`src/rtl/bsda_pkg.sv`:
```
// ----------------------------------------------------------------------------
// bsda_pkg : shared types and constants for the bounded stack
// Capacity, derived widths, operation and status codes, word formats.
// ----------------------------------------------------------------------------
package bsda_pkg;

   localparam int CAPACITY = 8;

   // count runs 0..CAPACITY, index runs 0..CAPACITY-1
   localparam int CNT_W = $clog2(CAPACITY + 1);
   localparam int IDX_W = (CAPACITY > 1) ? $clog2(CAPACITY) : 1;
   // common width for comparing the 4-bit position against the count
   localparam int CMP_W = (CNT_W > 4) ? CNT_W : 4;

   typedef enum logic [2:0] {
      OP_PUSH  = 3'd0,
      OP_POP   = 3'd1,
      OP_PEEK  = 3'd2,
      OP_WRITE = 3'd3,
      OP_CLEAR = 3'd4
   } op_type;

   typedef enum logic [1:0] {
      ST_OK    = 2'd0,
      ST_FULL  = 2'd1,
      ST_EMPTY = 2'd2,
      ST_RANGE = 2'd3
   } status_type;

   typedef struct packed {
      logic [2:0]  operation;
      logic [3:0]  position;
      logic [31:0] data_in;
   } req_word_type;

   typedef struct packed {
      logic [31:0] read_data;
      status_type  status;
      logic [3:0]  entry_count;
      logic        full_flag;
      logic        empty_flag;
   } rsp_word_type;

endpackage

```
`src/rtl/bsda_if.sv`:
```
// ----------------------------------------------------------------------------
// bsda_if : valid/ready channels for the bounded stack
// One interface for request words, one for response words.
// ----------------------------------------------------------------------------
interface bsda_req_if import bsda_pkg::*; ();
   logic         valid;
   logic         ready;
   req_word_type payload;

   modport source (output valid, output payload, input ready);
   modport sink   (input valid, input payload, output ready);
endinterface

interface bsda_rsp_if import bsda_pkg::*; ();
   logic         valid;
   logic         ready;
   rsp_word_type payload;

   modport source (output valid, output payload, input ready);
   modport sink   (input valid, input payload, output ready);
endinterface

```
`src/rtl/bounded_stack_with_depth_access.sv`:
```
// ----------------------------------------------------------------------------
// bounded_stack_with_depth_access : LIFO stack with access by depth
// Push, pop, peek at depth, overwrite at depth and clear on a word store.
// ----------------------------------------------------------------------------
// A request word is taken at a clock edge and its response word is registered
// at that same edge, so the block sustains one word per cycle while the
// response side takes every word. The response sits in an output register;
// a request is taken when that register is empty or being drained in the
// same cycle. All state updates (top pointer, store write) happen at the
// edge a request is taken; a peek reads the store at that same edge into a
// read-data register (a synchronous read). Since at most one
// request is taken per edge and a request either writes or reads the store,
// never both, back-to-back words see each other's results with no stall or
// forwarding. Depth 1 is the top entry. Stack entries are not cleared on
// reset or clear; only entries below the top pointer are ever read.
// Status codes: ok, full (push on full stack), empty (pop or peek on empty
// stack), range (peek or overwrite at depth 0 or deeper than the count).
// Unused operation codes return ok and change nothing.
// ----------------------------------------------------------------------------
module bounded_stack_with_depth_access
   import bsda_pkg::*;
(
   input  logic              clock,
   input  logic              reset,
   bsda_req_if.sink          req_if,
   bsda_rsp_if.source        rsp_if
);

   // stack store, one write and one read port
   logic [31:0]      mem [CAPACITY];

   // top pointer (entry count)
   logic [CNT_W-1:0] top_ff;
   logic [CNT_W-1:0] top_in;

   // output register
   logic             rsp_valid_ff;
   status_type       status_ff;
   status_type       status_in;
   logic [CNT_W-1:0] cnt_ff;
   logic             peek_ok_ff;
   logic             peek_ok_in;
   logic [31:0]      rd_ff;

   logic             accept;
   logic             wr_en;
   logic [IDX_W-1:0] wr_idx;
   logic [IDX_W-1:0] depth_idx;
   logic             pos_ok;
   logic             empty;
   logic             full;
   logic [CMP_W-1:0] pos_wide;
   logic [CMP_W-1:0] top_wide;
   logic [CMP_W-1:0] cnt_wide;

   // free slot or slot draining this cycle
   assign req_if.ready = !rsp_valid_ff || rsp_if.ready;
   assign accept       = req_if.valid && req_if.ready;

   assign empty    = (top_ff == '0);
   assign full     = (top_ff == CNT_W'(CAPACITY));
   assign pos_wide = CMP_W'(req_if.payload.position);
   assign top_wide = CMP_W'(top_ff);
   assign pos_ok   = (pos_wide != '0) && (pos_wide <= top_wide);
   // top - pos is below CAPACITY whenever the position is valid
   assign depth_idx = IDX_W'(top_wide - pos_wide);

   always_comb begin
      top_in     = top_ff;
      status_in  = ST_OK;
      wr_en      = 1'b0;
      wr_idx     = depth_idx;
      peek_ok_in = 1'b0;
      case (op_type'(req_if.payload.operation))
         OP_PUSH: begin
            if (full) begin
               status_in = ST_FULL;
            end else begin
               wr_en  = 1'b1;
               wr_idx = IDX_W'(top_ff);
               top_in = top_ff + CNT_W'(1);
            end
         end
         OP_POP: begin
            if (empty) begin
               status_in = ST_EMPTY;
            end else begin
               top_in = top_ff - CNT_W'(1);
            end
         end
         OP_PEEK: begin
            if (empty) begin
               status_in = ST_EMPTY;
            end else if (!pos_ok) begin
               status_in = ST_RANGE;
            end else begin
               peek_ok_in = 1'b1;
            end
         end
         OP_WRITE: begin
            if (!pos_ok) begin
               status_in = ST_RANGE;
            end else begin
               wr_en = 1'b1;
            end
         end
         OP_CLEAR: begin
            top_in = '0;
         end
         default: begin
         end
      endcase
   end

   // store: write port and registered read port
   always_ff @(posedge clock) begin
      if (accept && wr_en) begin
         mem[wr_idx] <= req_if.payload.data_in;
      end
      if (accept && peek_ok_in) begin
         rd_ff <= mem[depth_idx];
      end
   end

   // control state
   always_ff @(posedge clock) begin
      if (reset) begin
         top_ff       <= '0;
         rsp_valid_ff <= 1'b0;
      end else begin
         if (accept) begin
            top_ff <= top_in;
         end
         if (accept) begin
            rsp_valid_ff <= 1'b1;
         end else if (rsp_if.ready) begin
            rsp_valid_ff <= 1'b0;
         end
      end
   end

   // response payload
   always_ff @(posedge clock) begin
      if (accept) begin
         status_ff  <= status_in;
         cnt_ff     <= top_in;
         peek_ok_ff <= peek_ok_in;
      end
   end

   assign cnt_wide = CMP_W'(cnt_ff);

   assign rsp_if.valid               = rsp_valid_ff;
   assign rsp_if.payload.read_data   = peek_ok_ff ? rd_ff : 32'd0;
   assign rsp_if.payload.status      = status_ff;
   assign rsp_if.payload.entry_count = cnt_wide[3:0];
   assign rsp_if.payload.full_flag   = (cnt_ff == CNT_W'(CAPACITY));
   assign rsp_if.payload.empty_flag  = (cnt_ff == '0);

endmodule

```
`src/flat_wrapper.sv`:
```
// flat-port wrapper written by rule: the top's interface ports become plain ports
module bounded_stack_with_depth_access_flat import bsda_pkg::*;
  (clock, reset, req_if_valid, req_if_payload, req_if_ready, rsp_if_valid, rsp_if_payload, rsp_if_ready);
  bsda_req_if req_if_i ();
  bsda_rsp_if rsp_if_i ();
  input  logic clock;
  input  logic reset;
  input wire logic [$bits(req_if_i.valid)-1:0] req_if_valid;
  input wire logic [$bits(req_if_i.payload)-1:0] req_if_payload;
  output wire logic [$bits(req_if_i.ready)-1:0] req_if_ready;
  output wire logic [$bits(rsp_if_i.valid)-1:0] rsp_if_valid;
  output wire logic [$bits(rsp_if_i.payload)-1:0] rsp_if_payload;
  input wire logic [$bits(rsp_if_i.ready)-1:0] rsp_if_ready;
  assign req_if_i.valid = req_if_valid;
  assign req_if_i.payload = req_if_payload;
  assign req_if_ready = req_if_i.ready;
  assign rsp_if_valid = rsp_if_i.valid;
  assign rsp_if_payload = rsp_if_i.payload;
  assign rsp_if_i.ready = rsp_if_ready;
  bounded_stack_with_depth_access u_core (.clock(clock), .reset(reset), .req_if(req_if_i), .rsp_if(rsp_if_i));
endmodule
```
`config.mk`:
```
export PLATFORM = sky130hd
export DESIGN_NAME = bounded_stack_with_depth_access_flat
export DESIGN_NICKNAME = d
export VERILOG_FILES = /design/src/rtl/bsda_pkg.sv /design/src/rtl/bsda_if.sv /design/src/rtl/bounded_stack_with_depth_access.sv /design/src/flat_wrapper.sv
export SDC_FILE = /design/constraint.sdc
export NUM_CORES = 1
export LEC_CHECK = 0
export BUFFER_PORTS_ARGS = -buffer_cell sky130_fd_sc_hd__buf_2
export CAP_MARGIN = 20
export CORE_ASPECT_RATIO = 1.75
export CORE_MARGIN = 2
export CORE_UTILIZATION = 55
export CTS_BUF_LIST = sky130_fd_sc_hd__clkbuf_4 sky130_fd_sc_hd__clkbuf_8
export DETAILED_ROUTE_END_ITERATION = 8
export HOLD_SLACK_MARGIN = 0.15
export PLACE_DENSITY_LB_ADDON = 0.05
export SLEW_MARGIN = 10
export SYNTH_ARGS = -nofsm -noshare
export SYNTH_HDL_FRONTEND = slang
export SYNTH_SLANG_ARGS = --single-unit
```
`constraint.sdc`:
```
create_clock -name clock -period 13.6 [get_ports clock]
set_input_delay 0.68 -clock clock [delete_from_list [all_inputs] [get_ports clock]]
set_output_delay 0.68 -clock clock [all_outputs]
set_load 0.01 [all_outputs]
```
==> results.json, run 1 <==
{
  "outcome": "complete, no violations",
  "wire_per_inst_microns": 22.41,
  "grt_pass1_wl_mm": 36.48,
  "setup_violations": 0,
  "dp_cells": 996,
  "endpoint_kind": "register",
  "fin_skew_ns": 0.02082,
  "reg2reg_from": "u_core.top_ff[0]",
  "port_buffers": 84,
  "holdPathStages": 3,
  "cts_root_buffer": "clkbuf_8",
  "yosysSeqAreaShare": 0.7527,
  "arrival_ns": 4.25,
  "fin_tns_setup_ns": 0,
  "max_slew_margin": 0.2812,
  "start_util": 0.5559,
  "drt_iter0_markers": 317,
  "placementRows": 71,
  "ff2ff_path_depth": 8,
  "finalHoldViolCount": 0,
  "cts_resized": 0,
  "numClockSinks": 300,
  "r2r_end": "u_core.mem[3][25]",
  "cts_tree": "yes",
  "clock_path_buffers": 3,
  "cts.clk_slew.worst_paths_ns": 0.07,
  "nets": 806,
  "timing.final.crit_period_ns": 4.009,
  "hold_path.class": "input pin to register",
  "synth_nets": 700,
  "vias_per_cell": 5.602,
  "drt_pass1_iterations": 5,
  "grt_start_max_net_pins": 69,
  "fin_cells": 1075,
  "post-cts-setup-buffer-count": 0,
  "start_kind": "register",
  "p_leak_nw": 4.690,
  "syn_area_sq_um": 11900,
  "antenna_cells": 0,
  "antenna_found_initial": 2,
  "globalRouteOverflowTotal": 0,
  "fmax_ghz": 0.2494,
  "fin_total_pwr_mw": 1.952,
  "finalMaxSlewViolations": 0,
  "synth_seq_cells": 300,
  "place_congestion": 0.8339,
  "track_usage": 0.2182,
  "die_h_microns": 198.6,
  "power.density_nw_per_um2": 142.3,
  "synth_cell_types": 46,
  "dp_hpwl_mm": 13.97,
  "crit_fanout": 68,
  "crit_path_end": "u_core.mem[3][25]",
  "synthCells": 648,
  "h-tree-depth": 2,
  "routed_wirelength_mm": 24.09,
  "clock_latency_ns": 0.55,
  "min_period_over_period": 0.2948,
  "placed_area_sq_um": 12730,
  "post-route-util": 0.6408,
  "yosysWarningCount": 0,
  "synthArstFlopShare": 0,
  "syn_avg_cell_area_sq_um": 18.37,
  "max-cap-violations": 0,
  "layout-drive-gt1-share": 0.3040,
  "cts_hold_buf": 0,
  "fillers": 1541,
  "core_sq_um": 21410,
  "synth_ff_type": "edfxtp_1",
  "rsz0062_at_grt": "no",
  "reg2reg_slack_ns": 9.59,
  "post-route-cell-area_sq_um": 13720,
  "drt.antenna.violating_nets": 0,
  "critical_path_class": "register to register",
  "die_x_microns": 115.2,
  "io_pins": 85,
  "cts_buffers": 43,
  "synth-edff-count": 295,
  "area_delta_synth_final_pct": 15.27,
  "worstSetupStartpoint": "u_core.top_ff[0]",
  "route.detailed.drc": 0,
  "worst_pin_slew_ns": 1.078,
  "critPathRequiredTime_ns": 13.84,
  "grt_pass1_vias": 6585,
  "via_count": 6022,
  "dieArea_sq_um": 22880,
  "ir_worst_vdd_mv": 0.09134
}
[sequential cells by signal, indices dropped and copies added, names as in the netlist]
register	cells
u_core.top_ff	4
u_core.rsp_if.valid	1
u_core.status_ff	2
u_core.rd_ff	32
u_core.peek_ok_ff	1
u_core.mem	256
u_core.cnt_ff	4
[synthesized netlist by cell type, types with 2 or more instances]
master    number  area [sq um]
and2_1        32         200.2
nor2_1        12         45.04
nand2b_1       4         25.02
o21a_1         2         15.01
nand3_1        4         20.02
o221ai_1       2         17.52
nor3b_1        4         30.03
a31oi_1        2         12.51
nand3b_1       2         15.01
edfxtp_1     295          8859
a211oi_1       2         15.01
nand2_1      105         394.1
inv_1         10         37.54
and3_1         2         12.51
a311oi_1       2         17.52
nor2b_1        6         37.54
a32oi_1        2         17.52
a32o_1         2         20.02
or3_1          3         18.77
o211ai_1       4         30.03
clkbuf_1      27         101.4
dfxtp_1        5         100.1
a21oi_1        8         40.04
buf_2          8         40.04
a22o_1         3         26.28
o21ai_0        4         20.02
nor4b_1        2         17.52
nor3_1         6         30.03
mux4_2        64          1441
ha_1           8         100.1
[placed cells by master, fill, tap and decap left out, types with 5 or more instances in the layout]
cell and n:
a21oi_1 8, inv_1 10, nand2_1 105, clkbuf_4 13, clkinv_1 10, and2_1 32
ha_1 7, mux4_2 64, buf_4 6, dfxtp_1 5, edfxtp_1 295, nor3_1 5
buf_2 84, clkbuf_8 44, nor2_1 8
[where the power goes]
group          switching (mW)  total, mW  leakage (nW)  internal (mW)
Combinational           0.115      0.203          1.54         0.0888
Sequential            0.00475       1.04          2.70           1.03
Clock                   0.319      0.712         0.447          0.393
Total                   0.439       1.95          4.69           1.51
[per-stage QoR]
step / hold WS, ns / worst slack (ns)
floorplan: 0.6205 / 9.037
global placement: 0.5291 / 9.205
detailed placement: 0.5492 / 9.109
CTS: 0.3565 / 9.284
global route: 0.3780 / 9.318
finish: 0.3980 / 9.591
[worst min-delay path by stage]
stage,startpoint,endpoint,slack (ns)
final,req_if_valid,u_core.rsp_if.valid,0.40
after global routing,req_if_valid,u_core.rsp_if.valid,0.38
after CTS,req_if_valid,u_core.rsp_if.valid,0.36
after detailed placement,u_core.rsp_if.valid,u_core.rsp_if.valid,0.55
after global placement,u_core.rsp_if.valid,u_core.rsp_if.valid,0.53
after floorplan,u_core.rsp_if.valid,u_core.rsp_if.valid,0.62
[final cells by class]
class / count / area, sq um / share of cell area
inverter: 10 / 37.54 / 0.002736
clock buffer: 57 / 703.2 / 0.05126
timing repair buffer: 97 / 635.6 / 0.04633
clock inverter: 17 / 153.9 / 0.01122
multi-input combinational: 302 / 2864 / 0.2088
tap: 292 / 365.4 / 0.02663
sequential: 300 / 8959 / 0.6530
[worst max-delay path, cell delays in order, from the launching register on]
cell	delay [ns]
dfxtp_1	0.45
inv_1	0.16
ha_1	0.16
inv_1	0.05
fa_4	1.43
o211ai_1	0.17
a211oi_1	0.37
nor2b_4	0.63
buf_16	0.24
[logic make-up after synthesis]
| kind of cell | count (synthesis) | synth area share |
|---|---|---|
| AO/OA/AOI/OAI | 40 | 0.02418 |
| XOR/XNOR | 2 | 0.001472 |
| AND/OR/NAND/NOR | 187 | 0.07443 |
| buffers and inverters | 46 | 0.01598 |
| adder cells (fa/ha/maj) | 9 | 0.01009 |
| multiplexers | 64 | 0.1211 |
| flip-flops | 300 | 0.7527 |
[routing by layer]
layer  GRT usage  part of all wire  wire length [microns]  vias up
met2      0.3941              0.55                  13360      166
met5           0           0.00054                     13        -
met4     0.09014             0.030                    720        2
li1            -                 -                      -     2754
met1      0.2506              0.37                   8875     3055
met3     0.04388             0.046                   1118       45
Power figures use the tool's default switching activity.
==> inputs of run 2 (changes only) <==
Clock period 13.6 ns to 3.97 ns, I/O delays scaled along.
==> run 2 against run 1 <==
  * Cell area up 1.8%
  * Highest routed layer is now met4
  * Worst hold slack worse by 0.20 ns
  * First-iteration DRC count up 0.32%
  * Setup slack worse by 8.9 ns
  * Critical endpoint is now u_core.mem[7][9]
  * Die area unchanged
  * Largest power group unchanged
  * Via count up 3.5%
  * Clock-buffer cell count down 8
==> results.json, run 2 (synthesis gave the netlist of run 1 again) <==
{
  "outcome": "complete, no violations",
  "holdPathStages": 4,
  "die_x_microns": 115.2,
  "grt_pass1_vias": 6809,
  "via_count": 6233,
  "fin_cells": 1115,
  "area_delta_synth_final_pct": 17.38,
  "top_regs": "u_core.mem (256), u_core.rd_ff (32)",
  "p_leak_nw": 4.811,
  "critical_path_class": "register to register",
  "clock_path_buffers": 3,
  "clock_latency_ns": 0.57,
  "critPathRequiredTime_ns": 4.21,
  "layout_common_cells": "295 x edfxtp_1, 105 x nand2_1, 84 x buf_2, 64 x mux4_2, 43 x clkbuf_8",
  "grt_pass1_wl_mm": 37.84,
  "finalHoldViolCount": 0,
  "antenna_found_initial": 0,
  "setup_violations": 0,
  "cts_tree": "yes",
  "die_h_microns": 198.6,
  "crit_fanout": 45,
  "timing.final.crit_period_ns": 3.283,
  "arrival_ns": 3.52,
  "placementRows": 71,
  "max_slew_margin": 0.3340,
  "grt_start_max_net_pins": 46,
  "dp_hpwl_mm": 14.78,
  "fin_skew_ns": 0.02435,
  "cts.clk_slew.worst_paths_ns": 0.06,
  "track_usage": 0.2258,
  "fmax_ghz": 0.3046,
  "max-cap-violations": 0,
  "cts_root_buffer": "clkbuf_8",
  "final_common_cell": "edfxtp_1",
  "drt_iter0_markers": 318,
  "antenna_cells": 0,
  "h-tree-depth": 2,
  "layout-drive-gt1-share": 0.2904,
  "dp_cells": 1005,
  "top_register": "u_core.mem",
  "globalRouteOverflowTotal": 0,
  "numClockSinks": 300,
  "nets": 846,
  "dieArea_sq_um": 22880,
  "routed_wirelength_mm": 24.76,
  "core_sq_um": 21410,
  "cts_buffers": 43,
  "cts_resized": 0,
  "route.detailed.drc": 0,
  "worst_pin_slew_ns": 0.9943,
  "hold_path.class": "input pin to register",
  "drt.antenna.violating_nets": 0,
  "place_congestion": 0.8029,
  "io_pins": 85,
  "ff2ff_path_depth": 9,
  "min_period_over_period": 0.8271,
  "post-route-util": 0.6525,
  "finalMaxSlewViolations": 0,
  "vias_per_cell": 5.590,
  "start_kind": "register",
  "power.density_nw_per_um2": 462.9,
  "hold_ws_ns": 0.1990,
  "largest_reg_flops": 256,
  "ir_worst_vdd_mv": 0.3957,
  "port_buffers": 84,
  "endpoint_kind": "register",
  "wire_per_inst_microns": 22.20,
  "drt_pass1_iterations": 4,
  "start_util": 0.5559,
  "rsz0062_at_grt": "no",
  "fin_total_pwr_mw": 6.466
}
[run 2: layout make-up]
class	count	area [sq um]
flip-flops and latches	300	8959
fillers	1540	7440
multi-input cells	302	2865
repair buffers	137	983.4
clock buffers	49	636.9
well taps	292	365.4
clock inverters	25	122.6
inverters	10	37.54
[run 2: report_power, final]
group / switching (mW) / leakage, nW / internal [mW]
Combinational: 0.402 / 1.70 / 0.323
Sequential: 0.0146 / 2.70 / 3.54
Clock: 1.11 / 0.407 / 1.08
Total: 1.53 / 4.81 / 4.94
[run 2: repair_timing]
item                      in CTS  in global routing
hold buffers                  36                  0
hold endpoints to repair     262                  0
buffers inserted               0                  0
[run 2: metal layers]
| layer | vias to the layer above | track usage | wire [microns] |
|---|---|---|---|
| met5 | - | 0 | 0 |
| met4 | 0 | 0.09505 | 794 |
| met3 | 63 | 0.03595 | 798 |
| met2 | 162 | 0.4098 | 13620 |
| met1 | 3171 | 0.2632 | 9549 |
| li1 | 2837 | - | - |
[run 2: worst paths after layout]
check,slack [ns],to,startpoint
worst min-delay path,0.20,u_core.top_ff[3],req_if_payload[38]
worst min register to register,0.69,u_core.top_ff[3],u_core.top_ff[3]
worst max register to register,0.69,u_core.mem[7][9],u_core.top_ff[0]
worst max-delay path,0.69,u_core.mem[7][9],u_core.top_ff[0]
[run 2: through the flow]
stage	setup TNS (ns)	worst slack [ns]	area [sq um]
final	0	0.6866	13970
after detailed placement	0	0.6722	12850
after global placement	0	0.7341	12850
after global routing	0	0.4643	13970
after CTS	0	0.6375	13970
after floorplan	-6.654	-0.06105	11910
[run 2: worst max-delay path, cell delays in order, from the launching register on]
cell      delay (ns)
dfxtp_1         0.45
inv_1           0.17
ha_1            0.16
inv_1           0.05
fa_2            0.57
buf_4           0.56
o221ai_1        0.25
a21oi_1         0.27
nor2b_4         0.21
buf_12          0.25
==> inputs of run 3 (changes only) <==
Clock period 3.97 ns to 2.75 ns, I/O delays scaled along.
==> run 3 against run 2 <==
  * Total power up 49%
  * Clock-buffer cell count up 2
  * Global-route usage down 0.057 points
  * Sequential share of layout area down 1.5 points
  * Cell count up 1.6%
  * Cell area up 2.4%
==> results.json, run 3 (synthesis gave the netlist of run 1 again) <==
{
  "critPathRequiredTime_ns": 2.98,
  "p_comb_frac": 0.112,
  "clock_latency_ns": 0.54,
  "p_clk_frac": 0.355,
  "finalHoldViolCount": 0,
  "grtUsageMet2": 0.4131,
  "fin_skew_ns": 0.02426,
  "met3_usage": 0.03443,
  "power.internal_mw": 7.441,
  "post-route-util": 0.6682,
  "ff2ff_path_depth": 8,
  "grt_pass1_vias": 6884,
  "io_pins": 85,
  "cts_tree": "yes",
  "fillers": 1496,
  "final_common_cell": "edfxtp_1",
  "max-cap-violations": 0,
  "clock_path_buffers": 3,
  "dieArea_sq_um": 22880,
  "whs_endpoint": "u_core.top_ff[3]",
  "drt_iter0_markers": 448,
  "start_util": 0.5559,
  "top_regs": "u_core.mem (256), u_core.rd_ff (32)",
  "die_x_microns": 115.2,
  "start_kind": "register",
  "h-tree-depth": 2,
  "cts.clk_slew.worst_paths_ns": 0.07,
  "placementRows": 71,
  "layout-drive-gt1-share": 0.3139,
  "track_usage": 0.2253,
  "p_sw_frac": 0.2254,
  "drt.antenna.violating_nets": 0,
  "via_count": 6351,
  "crit_fanout": 17,
  "ir_worst_vdd_mv": 0.4752,
  "finalMaxSlewViolations": 0,
  "die_h_microns": 198.6,
  "reg2reg_from": "u_core.top_ff[0]",
  "met1_usage": 0.2692,
  "post-route-cell-area_sq_um": 14310,
  "numClockSinks": 300,
  "top_register": "u_core.mem",
  "max_slew_margin": 0.5803,
  "power.switching_mw": 2.165,
  "place_congestion": 0.8312,
  "vias_per_cell": 5.605,
  "drt_pass1_iterations": 5,
  "power.density_nw_per_um2": 671.5,
  "port_buffers": 84,
  "holdPathStages": 4,
  "core_sq_um": 21410,
  "timing.final.crit_period_ns": 2.595,
  "dp_hpwl_mm": 14.17,
  "antenna_found_initial": 0,
  "critical_path_class": "register to register",
  "fmax_ghz": 0.3854,
  "top_usage_layer": "met2",
  "cts_root_buffer": "clkbuf_8",
  "min_from": "req_if_payload[38]",
  "globalRouteOverflowTotal": 0,
  "wire_per_inst_microns": 21.36,
  "nets": 862,
  "rsz0062_at_grt": "no",
  "setup_violations": 0,
  "arrival_ns": 2.82,
  "cts_buffers": 41,
  "layout_common_cells": "295 x edfxtp_1, 105 x nand2_1, 84 x buf_2, 64 x mux4_2, 43 x clkbuf_8",
  "area_delta_synth_final_pct": 20.21,
  "antenna_cells": 0,
  "seqPwrFrac": 0.533,
  "min_period_over_period": 0.9435,
  "outcome": "complete, no violations",
  "worst_pin_slew_ns": 0.6208,
  "routed_wirelength_mm": 24.20,
  "r2r_end": "u_core.mem[3][15]",
  "largest_reg_flops": 256,
  "placed_area_sq_um": 13090,
  "endpoint_kind": "register",
  "grt_pass1_wl_mm": 38.01,
  "reg2reg_slack_ns": 0.16,
  "p_leak_nw": 4.945,
  "grt_start_max_net_pins": 38,
  "route.detailed.drc": 0,
  "hold_path.class": "input pin to register"
}
run 3: layer usage:
metal / vias up / wire [microns]
met3: 43 / 928
met4: 0 / 593
met5: - / 0
met2: 173 / 13360
li1: 2863 / -
met1: 3272 / 9317
run 3: worst max path at each step:
stage / start / endpoint / cells after the start
after floorplan: u_core.top_ff[0] / u_core.mem[1][0] / 11
after global placement: u_core.top_ff[0] / u_core.rd_ff[24] / 8
after detailed placement: u_core.top_ff[0] / u_core.mem[2][15] / 8
after CTS: u_core.top_ff[0] / u_core.rd_ff[30] / 8
after global routing: u_core.top_ff[0] / u_core.mem[3][26] / 8
final: u_core.top_ff[0] / u_core.mem[3][15] / 8
run 3: critical path, stage by stage, from the launching register on:
cell	delay, ns
dfxtp_2	0.34
inv_4	0.06
ha_4	0.12
inv_2	0.03
fa_4	0.80
o211ai_1	0.12
a211oi_2	0.33
nor2b_4	0.27
buf_12	0.20
run 3: cell type report:
class                   count  area, sq um  share of cell area
clock inverters            23        172.7             0.01207
inverters                  10        40.04            0.002799
well taps                 292        365.4             0.02554
multi-input cells         302         2924              0.2044
flip-flops and latches    300         8961              0.6264
clock buffers              51        651.9             0.04557
repair buffers            155         1191             0.08326
run 3: what timing repair did:
action | 4_1_cts | 5_1_grt
pin swaps | 0 | 0
buffers inserted | 0 | 0
endpoints found under the setup margin | 5 | 120
hold buffers | 37 | 0
gates resized for setup | 1 | 4
hold endpoints to repair | 262 | 0
run 3: power by group through the flow:
stage	clock, mW	sequential [mW]	combinational (mW)
6_report	3.41	5.12	1.08
5_1_grt	3.68	5.12	1.19
3_3_place_gp	0	5.21	1.04
4_1_cts	3.50	5.12	1.10
3_5_place_dp	0	5.22	1.05
2_1_floorplan	0	5.22	0.732
run 3: metrics by stage:
stage	hold slack [ns]	cells	setup TNS [ns]	total power [mW]	worst slack [ns]
floorplan	0.2022	648	-11.88	5.951	-0.08989
global placement	0.3862	1022	0	6.252	0.08460
detailed placement	0.3996	1022	0	6.272	0.04151
CTS	0.1630	1133	0	9.721	0.04523
global route	0.2174	1133	0	9.991	0.04899
finish	0.2036	1133	0	9.606	0.1553
